`config.mk`:
```
export PLATFORM = sky130hd
export DESIGN_NAME = sstf_request_scheduler_flat
export DESIGN_NICKNAME = d
export VERILOG_FILES = /design/src/hdl/sstf_pkg.sv /design/src/hdl/sstf_if.sv /design/src/hdl/sstf_cell.sv /design/src/hdl/sstf_request_scheduler.sv /design/src/flat_wrapper.sv
export SDC_FILE = /design/constraint.sdc
export NUM_CORES = 2
export LEC_CHECK = 0
export ABC_AREA = 1
export BUFFER_PORTS_ARGS = -buffer_cell sky130_fd_sc_hd__buf_4
export CAP_MARGIN = 10
export CORE_AREA = 2 2 459 461
export CTS_CLUSTER_SIZE = 40
export DETAILED_ROUTE_END_ITERATION = 8
export DIE_AREA = 0 0 461 463
export HOLD_SLACK_MARGIN = 0.08
export MAX_ROUTING_LAYER = met4
export PLACE_DENSITY = 0.49
export SETUP_SLACK_MARGIN = 0.1
export SYNTH_ARGS = -nofsm -noshare
export SYNTH_HDL_FRONTEND = slang
export SYNTH_SLANG_ARGS = --single-unit
```
`constraint.sdc`:
```
create_clock -name clk -period 5.2 [get_ports clk]
set_input_delay 0.78 -clock clk [delete_from_list [all_inputs] [get_ports clk]]
set_output_delay 0.78 -clock clk [all_outputs]
set_load 0.005 [all_outputs]
```
`src/hdl/sstf_pkg.sv`:
```
`timescale 1ns / 1ps
// ----------------------------------------------------------------------------
// SSTF scheduler package
// Sizes, result codes, register indexes and the cell types shared by the
// interfaces, the slot cell and the scheduler top level.
// ----------------------------------------------------------------------------
package sstf_pkg;

	localparam int MAX_REQUESTERS = 16;
	localparam int TRACK_BITS     = 16;

	// Fixed field widths of the channels and the register port.
	localparam int REQ_W     = 4;
	localparam int TRK_W     = 16;
	localparam int KIND_W    = 2;
	localparam int CFG_W     = 5;
	localparam int CFG_IDX_W = 1;

	localparam int IDX_W    = $clog2(MAX_REQUESTERS);
	localparam int CNT_W    = $clog2(MAX_REQUESTERS + 1);
	// The scan refreshes the distances, then steps through each cell of the chain.
	localparam int SCAN_LEN = MAX_REQUESTERS + 1;
	localparam int SCAN_W   = $clog2(SCAN_LEN + 1);

	typedef enum logic [KIND_W-1:0] {
		KIND_ACCEPT = 2'd0,
		KIND_REFUSE = 2'd1,
		KIND_SERVE  = 2'd2
	} kind_t;

	typedef enum logic [CFG_IDX_W-1:0] {
		REG_QUEUE_CAPACITY    = 1'b0,
		REG_ACTIVE_REQUESTERS = 1'b1
	} reg_idx_t;

	typedef logic [TRACK_BITS-1:0] track_t;

	// Best candidate seen so far, handed from cell to cell.
	typedef struct packed {
		logic             valid;
		logic [IDX_W-1:0] idx;
		track_t           gap;
		track_t           trk;
		logic             fin;
	} cand_t;

	// Write and clear command for one slot cell.
	typedef struct packed {
		logic   wr;
		logic   clr;
		track_t trk;
		logic   fin;
	} cell_cmd_t;

endpackage

```
`src/hdl/sstf_if.sv`:
```
`timescale 1ns / 1ps
// ----------------------------------------------------------------------------
// SSTF scheduler channels
// Valid/ready channels for incoming track requests and outgoing results.
// ----------------------------------------------------------------------------
interface sstf_req_if;
	import sstf_pkg::*;

	logic             valid;
	logic             ready;
	logic [REQ_W-1:0] requester;
	logic [TRK_W-1:0] track;
	logic             last_request;

	modport source (output valid, output requester, output track, output last_request,
		input ready);
	modport sink (input valid, input requester, input track, input last_request,
		output ready);
endinterface

interface sstf_res_if;
	import sstf_pkg::*;

	logic              valid;
	logic              ready;
	logic [KIND_W-1:0] kind;
	logic [REQ_W-1:0]  served_requester;
	logic [TRK_W-1:0]  served_track;
	logic              last_of_run;

	modport source (output valid, output kind, output served_requester, output served_track,
		output last_of_run, input ready);
	modport sink (input valid, input kind, input served_requester, input served_track,
		input last_of_run, output ready);
endinterface

```
`src/hdl/sstf_cell.sv`:
```
`timescale 1ns / 1ps
// ----------------------------------------------------------------------------
// SSTF slot cell
// Holds one requester's pending request, keeps its seek distance to the head
// and passes the nearer of its own request and the incoming candidate on.
// ----------------------------------------------------------------------------
module sstf_cell (
	input  logic                         clk,
	input  logic                         arst_n,
	input  logic [sstf_pkg::IDX_W-1:0]   cell_idx,
	input  sstf_pkg::track_t             head,
	input  sstf_pkg::cell_cmd_t          cmd,
	input  sstf_pkg::cand_t              cand_in,
	output sstf_pkg::cand_t              cand_out,
	output logic                         pending
);
	import sstf_pkg::*;

	logic   pending_q;
	track_t track_q;
	logic   fin_q;
	track_t dist_q;
	cand_t  cand_q;
	cand_t  own;
	logic   take;

	always_ff @(posedge clk or negedge arst_n) begin
		if (!arst_n) begin
			pending_q <= 1'b0;
		end else if (cmd.wr) begin
			pending_q <= 1'b1;
		end else if (cmd.clr) begin
			pending_q <= 1'b0;
		end
	end

	always_ff @(posedge clk) begin
		if (cmd.wr) begin
			track_q <= cmd.trk;
			fin_q   <= cmd.fin;
		end
		dist_q <= (track_q >= head) ? track_q - head : head - track_q;
	end

	always_comb begin
		own.valid = 1'b1;
		own.idx   = cell_idx;
		own.gap   = dist_q;
		own.trk   = track_q;
		own.fin   = fin_q;
	end

	// Strictly nearer only, so a tie keeps the lower requester from upstream.
	assign take = pending_q && (!cand_in.valid || dist_q < cand_in.gap);

	always_ff @(posedge clk or negedge arst_n) begin
		if (!arst_n) begin
			cand_q <= '0;
		end else begin
			cand_q <= take ? own : cand_in;
		end
	end

	assign cand_out = cand_q;
	assign pending  = pending_q;

endmodule

```
`src/hdl/sstf_request_scheduler.sv`:
```
`timescale 1ns / 1ps
// ----------------------------------------------------------------------------
// SSTF request scheduler
// Shortest-seek-time-first scheduler over a chain of per-requester slot cells.
// ----------------------------------------------------------------------------
// Requests arrive on req (requester, track, last_request); every request gives
// one result on res: accepted, refused (retry later) or, after an accept that
// fills the queue to its limit, one or more serviced results. The last result
// of each request carries last_of_run. The queue limit is the smaller of the
// queue capacity register and the live active count; writing the active
// requesters register reloads that count. Write registers only while idle.
// A refused or accepted result is registered and appears on res in the cycle
// after the request is taken. Each service needs a scan of the cell chain: the
// seek distances are refreshed, then the nearest candidate passes through every
// cell in turn. A new request is taken only when the block is idle and the
// result register is free. When the receiver stalls, the finished result is
// held and the block waits. Reset clears all pending slots, the head position,
// the counts, and sets the capacity to one with no active requesters.
// ----------------------------------------------------------------------------
module sstf_request_scheduler (
	input  logic                           clk,
	input  logic                           arst_n,
	sstf_req_if.sink                       req,
	sstf_res_if.source                     res,
	input  logic                           cfg_we,
	input  logic [sstf_pkg::CFG_IDX_W-1:0] cfg_index,
	input  logic [sstf_pkg::CFG_W-1:0]     cfg_data
);
	import sstf_pkg::*;

	typedef enum logic [1:0] {
		ST_IDLE = 2'b01,
		ST_SCAN = 2'b10
	} state_t;

	state_t              state_q;
	logic [CFG_W-1:0]    cap_q;
	logic [CFG_W-1:0]    live_q;
	logic [CNT_W-1:0]    pend_cnt_q;
	track_t              head_q;
	logic [SCAN_W-1:0]   scan_cnt_q;

	logic                out_valid_q;
	kind_t               out_kind_q;
	logic [REQ_W-1:0]    out_req_q;
	logic [TRK_W-1:0]    out_trk_q;
	logic                out_last_q;

	cand_t               chain [MAX_REQUESTERS+1];
	cell_cmd_t           cmd [MAX_REQUESTERS];
	logic [MAX_REQUESTERS-1:0] pend_vec;
	logic [MAX_REQUESTERS-1:0] sel_vec;

	logic                out_free;
	logic                in_fire;
	logic                in_range;
	logic                hit;
	logic                refuse;
	logic [CFG_W-1:0]    lim;
	logic [CNT_W-1:0]    pend_inc;
	logic                acc_cont;
	logic                scan_done;
	logic                serve_fire;
	cand_t               best;
	logic [CNT_W-1:0]    pend_dec;
	logic [CFG_W-1:0]    live_next;
	logic [CFG_W-1:0]    lim_next;
	logic                srv_cont;
	track_t              in_trk;

	assign chain[0] = '0;
	assign in_trk   = req.track[TRACK_BITS-1:0];

	for (genvar i = 0; i < MAX_REQUESTERS; i++) begin : g_cell
		assign sel_vec[i]  = (int'(req.requester) == i);
		assign cmd[i].wr   = in_fire && !refuse && sel_vec[i];
		assign cmd[i].clr  = serve_fire && (best.idx == IDX_W'(i));
		assign cmd[i].trk  = in_trk;
		assign cmd[i].fin  = req.last_request;

		sstf_cell u_cell (
			.clk      (clk),
			.arst_n   (arst_n),
			.cell_idx (IDX_W'(i)),
			.head     (head_q),
			.cmd      (cmd[i]),
			.cand_in  (chain[i]),
			.cand_out (chain[i+1]),
			.pending  (pend_vec[i])
		);
	end

	assign best = chain[MAX_REQUESTERS];

	assign out_free = !out_valid_q || res.ready;
	assign req.ready = (state_q == ST_IDLE) && out_free;
	assign in_fire  = req.valid && req.ready;

	assign lim      = (live_q < cap_q) ? live_q : cap_q;
	assign in_range = int'(req.requester) < MAX_REQUESTERS;
	assign hit      = |(pend_vec & sel_vec);
	assign refuse   = !in_range || (int'(pend_cnt_q) >= int'(lim)) || hit;
	assign pend_inc = pend_cnt_q + CNT_W'(1);
	assign acc_cont = int'(pend_inc) >= int'(lim);

	assign scan_done  = (int'(scan_cnt_q) == SCAN_LEN);
	assign serve_fire = (state_q == ST_SCAN) && scan_done && out_free;
	assign pend_dec   = pend_cnt_q - CNT_W'(1);
	assign live_next  = (best.fin && live_q != '0) ? live_q - CFG_W'(1) : live_q;
	assign lim_next   = (live_next < cap_q) ? live_next : cap_q;
	assign srv_cont   = (pend_dec != '0) && (int'(pend_dec) >= int'(lim_next));

	always_ff @(posedge clk or negedge arst_n) begin
		if (!arst_n) begin
			state_q    <= ST_IDLE;
			cap_q      <= CFG_W'(1);
			live_q     <= '0;
			pend_cnt_q <= '0;
			head_q     <= '0;
			scan_cnt_q <= '0;
		end else begin
			if (cfg_we) begin
				unique case (cfg_index)
					REG_QUEUE_CAPACITY:    cap_q  <= cfg_data;
					REG_ACTIVE_REQUESTERS: live_q <= cfg_data;
					default: ;
				endcase
			end
			unique case (state_q)
				ST_IDLE: begin
					scan_cnt_q <= '0;
					if (in_fire && !refuse) begin
						pend_cnt_q <= pend_inc;
						if (acc_cont) begin
							state_q <= ST_SCAN;
						end
					end
				end
				ST_SCAN: begin
					if (serve_fire) begin
						head_q     <= best.trk;
						live_q     <= live_next;
						pend_cnt_q <= pend_dec;
						scan_cnt_q <= '0;
						if (!srv_cont) begin
							state_q <= ST_IDLE;
						end
					end else if (!scan_done) begin
						scan_cnt_q <= scan_cnt_q + SCAN_W'(1);
					end
				end
				default: state_q <= ST_IDLE;
			endcase
		end
	end

	// Result register: one transaction at a time toward the receiver.
	always_ff @(posedge clk or negedge arst_n) begin
		if (!arst_n) begin
			out_valid_q <= 1'b0;
		end else if (in_fire || serve_fire) begin
			out_valid_q <= 1'b1;
		end else if (res.ready) begin
			out_valid_q <= 1'b0;
		end
	end

	always_ff @(posedge clk) begin
		if (in_fire) begin
			out_kind_q <= refuse ? KIND_REFUSE : KIND_ACCEPT;
			out_req_q  <= req.requester;
			out_trk_q  <= TRK_W'(in_trk);
			out_last_q <= refuse || !acc_cont;
		end else if (serve_fire) begin
			out_kind_q <= KIND_SERVE;
			out_req_q  <= REQ_W'(best.idx);
			out_trk_q  <= TRK_W'(best.trk);
			out_last_q <= !srv_cont;
		end
	end

	assign res.valid            = out_valid_q;
	assign res.kind             = out_kind_q;
	assign res.served_requester = out_req_q;
	assign res.served_track     = out_trk_q;
	assign res.last_of_run      = out_last_q;

`ifndef SYNTHESIS
	// The pending count always matches the cells that hold a request.
	a_count_matches: assert property (@(posedge clk) disable iff (!arst_n)
		$countones(pend_vec) == int'(pend_cnt_q))
		else $error("pending count differs from pending cells");

	// A finished scan always finds a pending request.
	a_scan_finds: assert property (@(posedge clk) disable iff (!arst_n)
		(state_q == ST_SCAN && scan_done) |-> best.valid)
		else $error("scan ended without a candidate");

	// A refused request leaves the queue untouched and the block idle.
	a_refuse_idle: assert property (@(posedge clk) disable iff (!arst_n)
		(in_fire && refuse) |=> (state_q == ST_IDLE && $stable(pend_cnt_q)))
		else $error("refused request changed the queue");

	// An accepted request grows the queue by one.
	a_accept_grows: assert property (@(posedge clk) disable iff (!arst_n)
		(in_fire && !refuse) |=> (pend_cnt_q == $past(pend_inc)))
		else $error("accepted request not counted");
`endif

endmodule

```
`src/flat_wrapper.sv`:
```
// flat-port wrapper written by rule: the top's interface ports become plain ports
module sstf_request_scheduler_flat import sstf_pkg::*;
  (clk, arst_n, cfg_we, cfg_index, cfg_data, req_valid, req_requester, req_track, req_last_request, req_ready, res_valid, res_kind, res_served_requester, res_served_track, res_last_of_run, res_ready);
  sstf_req_if req_i ();
  sstf_res_if res_i ();
  input  logic clk;
  input  logic arst_n;
  input  logic cfg_we;
  input  logic [sstf_pkg::CFG_IDX_W-1:0] cfg_index;
  input  logic [sstf_pkg::CFG_W-1:0] cfg_data;
  input wire logic [$bits(req_i.valid)-1:0] req_valid;
  input wire logic [$bits(req_i.requester)-1:0] req_requester;
  input wire logic [$bits(req_i.track)-1:0] req_track;
  input wire logic [$bits(req_i.last_request)-1:0] req_last_request;
  output wire logic [$bits(req_i.ready)-1:0] req_ready;
  output wire logic [$bits(res_i.valid)-1:0] res_valid;
  output wire logic [$bits(res_i.kind)-1:0] res_kind;
  output wire logic [$bits(res_i.served_requester)-1:0] res_served_requester;
  output wire logic [$bits(res_i.served_track)-1:0] res_served_track;
  output wire logic [$bits(res_i.last_of_run)-1:0] res_last_of_run;
  input wire logic [$bits(res_i.ready)-1:0] res_ready;
  assign req_i.valid = req_valid;
  assign req_i.requester = req_requester;
  assign req_i.track = req_track;
  assign req_i.last_request = req_last_request;
  assign req_ready = req_i.ready;
  assign res_valid = res_i.valid;
  assign res_kind = res_i.kind;
  assign res_served_requester = res_i.served_requester;
  assign res_served_track = res_i.served_track;
  assign res_last_of_run = res_i.last_of_run;
  assign res_i.ready = res_ready;
  sstf_request_scheduler u_core (.clk(clk), .arst_n(arst_n), .req(req_i), .res(res_i), .cfg_we(cfg_we), .cfg_index(cfg_index), .cfg_data(cfg_data));
endmodule
```
### Word-level counts from Yosys, hierarchy flattened

Cells that the tools add are included.

| word-level totals | value |
|---|---|
| input port bits | 32 |
| flip-flop bits (word level) | 1197 |
| word-level logic and storage cells | 479 |
| output and inout bits | 25 |

| cells by class | value |
|---|---|
| reduce and logical (&&, ||, !) cells | 121 |
| equal/unequal tests | 38 |
| bitwise gates (word level) | 2 |
| add/subtract/negate cells | 36 |
| muxes and demuxes | 93 |
| $lt $le $gt $ge | 36 |

Operator list:

| cell | number |
|---|---|
| 38-bit 2-to-1 mux | 15 |
| 16-bit subtractor | 32 |
| 16-bit 2-to-1 mux | 18 |
| 16-bit >= comparator | 16 |
| 16-bit less-than comparator | 15 |
| 4-bit == test, second input constant | 16 |
| 5-bit 2-to-1 mux | 11 |
| 1-bit logical AND | 54 |
| 2-bit nonzero test | 19 |
| 1-bit 2-to-1 mux | 37 |
| 37-bit 2-to-1 mux | 1 |
| 4-bit by 3-bit == test with 1-bit output, second input constant | 8 |
| 5-bit case mux with 2 select lines | 2 |
| 1-bit logical NOT | 19 |
| 1-bit logical OR | 19 |
| 16-bit AND | 1 |
| 4-bit by 2-bit == test with 1-bit output, second input constant | 4 |
| 16-bit OR reduction | 1 |
| 5-bit >= comparator | 3 |
| 2-bit 2-to-1 mux | 6 |
| 5-bit by 1-bit adder with 5-bit output, second input constant | 2 |
| 5-bit less-than comparator | 2 |
| 5-bit nonzero test | 2 |
| 5-bit by 1-bit subtractor with 5-bit output, second input constant | 2 |
| other kinds (14) | 21 |

### Logic depth before layout (Yosys ltp)

| logic depth | value |
|---|---|
| word-level depth | 10 |
| gate-level depth with buffers | 28 |
| gate-level depth less buffers | 28 |

### Modules after synthesis

From an unflattened synthesis, not the netlist that was laid out.

| second synthesis, totals | value |
|---|---|
| cells, all modules | 10380 |
| area, all modules | 78825.6 µm² |

By module, submodules not included:

| module | area an instance (µm²) | cells an instance | instances | seq. area each (µm²) |
|---|---|---|---|---|
| sstf_cell (u_core.g_cell[0].u_cell ...) | 4669.5 | 615 | 10 | 1806.7 |
| sstf_cell (u_core.g_cell[6].u_cell ...) | 4664.5 | 615 | 4 | 1806.7 |
| sstf_cell (u_core.g_cell[14].u_cell) | 4748.3 | 617 | 1 | 1806.7 |
| sstf_cell (u_core.g_cell[5].u_cell) | 4672.0 | 609 | 1 | 1806.7 |
| sstf_request_scheduler | 4052.6 | 544 | 1 | 1669.1 |

### Least setup slack after synthesis

OpenSTA, ideal clock, no wires.

| timing path | value |
|---|---|
| path kind | register -> register |
| start point | reg u_core.live_q[2] |
| end point | reg u_core.g_cell[15].u_cell.fin_q, enable pin |
| stages on the path, launching flop included | 15 |
| slack | 1.247 ns |
| buffers on the path | 0 |
| period minus slack after synthesis | 3.953 ns |
| required time | 4.787 ns |
| arrival time | 3.541 ns |
| cells stage by stage | dfrtp_1 ha_1 a21oi_1 o211ai_1 o21ai_0 ha_1 inv_1 nand2_1 nand3_1 nand2_1 nor2_1 nand2_1 nor2_2 nand3_4 nor3_1 |

RTL lines:

| what | line | RTL |
|---|---|---|
| start: declaration | sstf_request_scheduler.sv:38 | `logic [CFG_W-1:0] live_q;` |
| start signal: assignment | sstf_request_scheduler.sv:125 | `REG_ACTIVE_REQUESTERS: live_q <= cfg_data;` |
| start signal: assignment | sstf_request_scheduler.sv:142 | `live_q <= live_next;` |
| end signal: assignment | sstf_cell.sv:40 | `fin_q <= cmd.fin;` |
| end: declaration | sstf_cell.sv:21 | `logic fin_q;` |

### Worst setup path after layout

| timing path | value |
|---|---|
| start point | reg u_core.head_q[1] |
| end point | reg u_core.g_cell[6].u_cell.dist_q[14] |

| on the way | value |
|---|---|
| longest elaborated chain between the ends | 2 |
| elaborated cells between the ends (all ways) | 4 |
| those cells by class | add/sub (2); order compare (1); mux (1) |

RTL lines:

| what | line | RTL |
|---|---|---|
| start: declaration | sstf_request_scheduler.sv:40 | `track_t head_q;` |
| start signal: assignment | sstf_request_scheduler.sv:141 | `head_q <= best.trk;` |
| 16-bit subtractor / 16-bit >= comparator (equally long branches) | sstf_cell.sv:42 | `dist_q <= (track_q >= head) ? track_q - head : head - track_q;` |
| 16-bit 2-to-1 mux (*) | sstf_cell.sv:42 |  |
| end signal: assignment | sstf_cell.sv:42 |  |
| end: declaration | sstf_cell.sv:22 | `track_t dist_q;` |

Mark *: on every way between the ends. The rest lies on a longest branch, timed or not.
A chain may end at the register's enable or synchronous reset.

==> run_results.csv <==
group,metric,value,unit
status,outcome,"complete, no violations",
sta,rsz0062_at_grt,"false",
floorplanning,dieArea,213000,µm²
global_route,antenna_found_initial,18,
worst_setup_path,crit_chain,"clkinv_2, buf_4, fa_1, o21ai_1, inv_1, o21ai_1, nand2_1, nand2_1, xor2_1, nand2_1, nand2_1",
logic_synthesis,synthSimpleGateAreaFrac,24.5,%
drt,via_per_inst,5.03,
logic_synthesis,synthArstFlopShare,53.4,%
drt,final_antenna_net_count,0,
final_layout,ff_latch_area,29800,µm²
run,max_cap_viol_count,0,
worst_setup_path,critical-path-slowest-cell,"clkinv_2",
worst_setup_path,crit_top_cell,"nand2_1",
clock_network,htreeDepth,4,
worst_setup_path,start_kind,"register",
clock_network,cts_buffer_depth,3,
logic_synthesis,syn_inst,9544,
sta,max_freq,241,MHz
floorplanning,ios,57,
drt,wirelength,271,mm
pwr,peakVddDrop,413,µV
logic_synthesis,synth_edf_count,295,
worst_setup_path,critPathKind,"register to register",
logic_synthesis,synth.distinct_cells,49,
worst_setup_path,required,5.94,ns
pwr,p_leak,41.8,nW
worst_setup_path,crit_arrival,4.89,ns
clock_network,tritoncts,"done",
floorplanning,dieWidth,461,µm
clock_network,cts.sinks,1182,
sta,finalCriticalPeriod,4.15,ns
placement,place_congestion,0.921,
sta,tightest_slew,1.27,ns
floorplanning,coreArea,209000,µm²
drt,vias,62500,
final_layout,stdcell_count,12400,
sta,fin_crit_sh,79.8,%
logic_synthesis,yosys_warnings,0,
drt,avgRoutedWirePerCell,21.8,µm
placement,port_buffers,56,
clock_network,path_clk_slew,0.06,ns
logic_synthesis,muxShareOfSynthArea,0,%
global_route,gr-usage-all-layers,25.8,%
logic_synthesis,synth_top_family_by_area,"simple AND/OR/NAND/NOR gates",
sta,tns,0,ns
placement,hpwl,202,mm
clock_network,clk_latency,0.81,ns
final_layout,fill_cells,21600,
floorplanning,start_util,35.9,%
worst_setup_path,worstSetupEndpointType,"register",
sta,slew_violations,0,
drt,drc_errors,0,
global_route,grt_pass1_wl,400,mm
global_route,grt_max_degree,112,
logic_synthesis,syn-num-nets,10400,
placement,dp.cells,12100,
logic_synthesis,synth_seq_area_share,39.8,%
global_route,gr-total-overflow,0,
clock_network,postCtsSetupRepairBufs,0,
sta,hold_viol,0,
logic_synthesis,synth_area,74800,µm²
worst_setup_path,cp_slowest_stage_delay,1.11,ns
logic_synthesis,synth_compound_area_share,9.12,%
floorplanning,core.rowCount,168,
floorplanning,fp.dieH,463,µm
final_layout,nNetsFinal,10300,
global_route,grt_pass1_vias,61100,
final_layout,area_delta_synth_final,10.0,%
final_layout,multi_input_area,38900,µm²
pwr,powerDensity,445,nW/µm²
drt,firstDrtPassIters,6,
sta,final-setup-viol-count,0,
logic_synthesis,synth_xor_area_share,4.90,%
sta,skew,0.0339,ns
hold_path,hold_path_class,"primary input to register",
worst_setup_path,worst-path-max-fanout,26,
logic_synthesis,ys.flop_type,"dfrtp_1",
drt,drt_iter0_markers,5570,
logic_synthesis,synth_fa_ha_area_share,13.4,%
clock_network,cts_made_buffers,139,
sta,slew_headroom,15.0,%
logic_synthesis,synth-seq-cells,1182,
logic_synthesis,avgSynthCellArea,7.84,µm²
final_layout,drive_above_1_share,6.05,%
clock_network,root_buffer,"clkbuf_16",
per-stage QoR:
step / power [mW] / utilization (%) / hold slack, ns / worst slack, ns / cell area, µm²
after floorplan: 21.7 / - / 0.352 / 1.25 / 74800
after global placement: 26.9 / 37.3 / 0.402 / 0.935 / 77700
after detailed placement: 26.9 / 37.3 / 0.404 / 1.06 / 77700
after CTS: 37.0 / 39.5 / 0.245 / 1.04 / 82300
after global routing: 39.1 / 39.5 / 0.292 / 0.623 / 82300
final: 36.6 / 39.5 / 0.301 / 1.05 / 82300
flip-flops by register name (all words and copies together), names as in the netlist, 5 cells and up:
| register | cells |
|---|---|
| u_core.cap_q | 5 |
| u_core.g_cell.u_cell.cand_out | 576 |
| u_core.g_cell.u_cell.dist_q | 256 |
| u_core.g_cell.u_cell.fin_q | 16 |
| u_core.g_cell.u_cell.pending | 16 |
| u_core.g_cell.u_cell.track_q | 256 |
| u_core.head_q | 16 |
| u_core.live_q | 5 |
| u_core.pend_cnt_q | 5 |
| u_core.res.served_track | 16 |
| u_core.scan_cnt_q | 5 |
repair_timing:
action / CTS / global route
endpoints found under the hold margin: 44 / 0
gates resized for setup: 0 / 0
hold buffers: 1 / 0
worst paths after layout:
| path | start | end | slack [ns] | cells past startpoint |
|---|---|---|---|---|
| max | u_core.head_q[1] | u_core.g_cell[6].u_cell.dist_q[14] | 1.05 | 11 |
| min | cfg_data[0] | u_core.cap_q[0] | 0.30 | 3 |
| max reg2reg | u_core.head_q[1] | u_core.g_cell[6].u_cell.dist_q[14] | 1.05 | 11 |
| min reg2reg | u_core.g_cell[0].u_cell.dist_q[15] | u_core.g_cell[0].u_cell.cand_out[32] | 0.41 | 2 |
| max in group asynchronous | arst_n | u_core.head_q[1] | 3.56 | 3 |
| min in group asynchronous | arst_n | u_core.g_cell[5].u_cell.cand_out[22] | 0.50 | 2 |
synthesized netlist by cell type, drive strengths merged (38+ instances only):
library cell	number	area, µm²
nor2	588	2310
a21oi	468	2450
o211ai	93	698
nand3	626	3160
a21o	38	285
nand2	3060	11500
xor2	399	3490
clkbuf	139	583
o21bai	42	315
o21ai	463	2660
dfxtp	256	5120
nand4	71	444
ha	753	9420
inv	1151	4320
edfxtp	295	8860
buf	206	1230
dfrtp	629	15700
nor3	105	526
cell type report:
cell class | instances | share of cell area (%)
clock buffers | 204 | 4.82
clock inverters | 54 | 0.777
multi-input cells | 6866 | 47.3
repair buffers | 143 | 1.39
well taps | 2805 | 4.26
flip-flops and latches | 1182 | 36.2
inverters | 1151 | 5.25
diodes | 10 | 0.0304
power by group:
part	leakage [nW]	switching (mW)	internal, mW
Sequential	12.5	1.62	12.1
Clock	2.25	4.14	5.79
Combinational	27.0	9.12	3.83
Total	41.8	14.9	21.7
placed cells by master (no fill, tap or decap), types with 14 or more instances in the layout:
master and instances:
a21o_1 38, a21oi_1 439, a21oi_2 29, and2_1 16
buf_4 136, clkbuf_1 43, clkbuf_16 141, clkbuf_8 20
clkinv_2 17, dfrtp_1 614, dfrtp_2 14, dfxtp_1 256
edfxtp_1 295, fa_1 32, ha_1 753, inv_1 1118
inv_2 28, nand2_1 3045, nand2_2 14, nand3_1 623
nand4_1 71, nor2_1 569, nor3_1 104, o211ai_1 93
o21a_1 30, o21ai_0 311, o21ai_1 62, o21ai_2 90
o21bai_1 42, or2_2 14, xnor2_1 20, xor2_1 399
worst max-delay path: cells and delay by family (launching register included):
| family | cells | cell delay, ns |
|---|---|---|
| fa+ha+maj | 1 | 0.47 |
| compound gates | 2 | 0.51 |
| simple gates | 4 | 0.32 |
| buf+inv | 3 | 1.82 |
| xor+xnor | 1 | 0.14 |
| flops | 1 | 0.74 |
logic make-up (layout without fill, tap and decap cells):
logic type               count (synthesis)  in the layout
AO/OA/AOI/OAI                         1163           1163
XOR/XNOR                               419            419
adder cells (fa/ha/maj)                785            785
buffers and inverters                 1496           1552
flip-flops                            1182           1182
other                                    0             10
AND/OR/NAND/NOR                       4499           4499
per-layer routing:
layer	wire length, µm	track usage, %	vias up
li1	-	-	30400
met1	124000	34.2	30100
met2	127000	41.6	1669
met3	12300	2.89	355
met4	7730	6.94	0
met5	0	-	-
(Power assumes the default switching activity.)
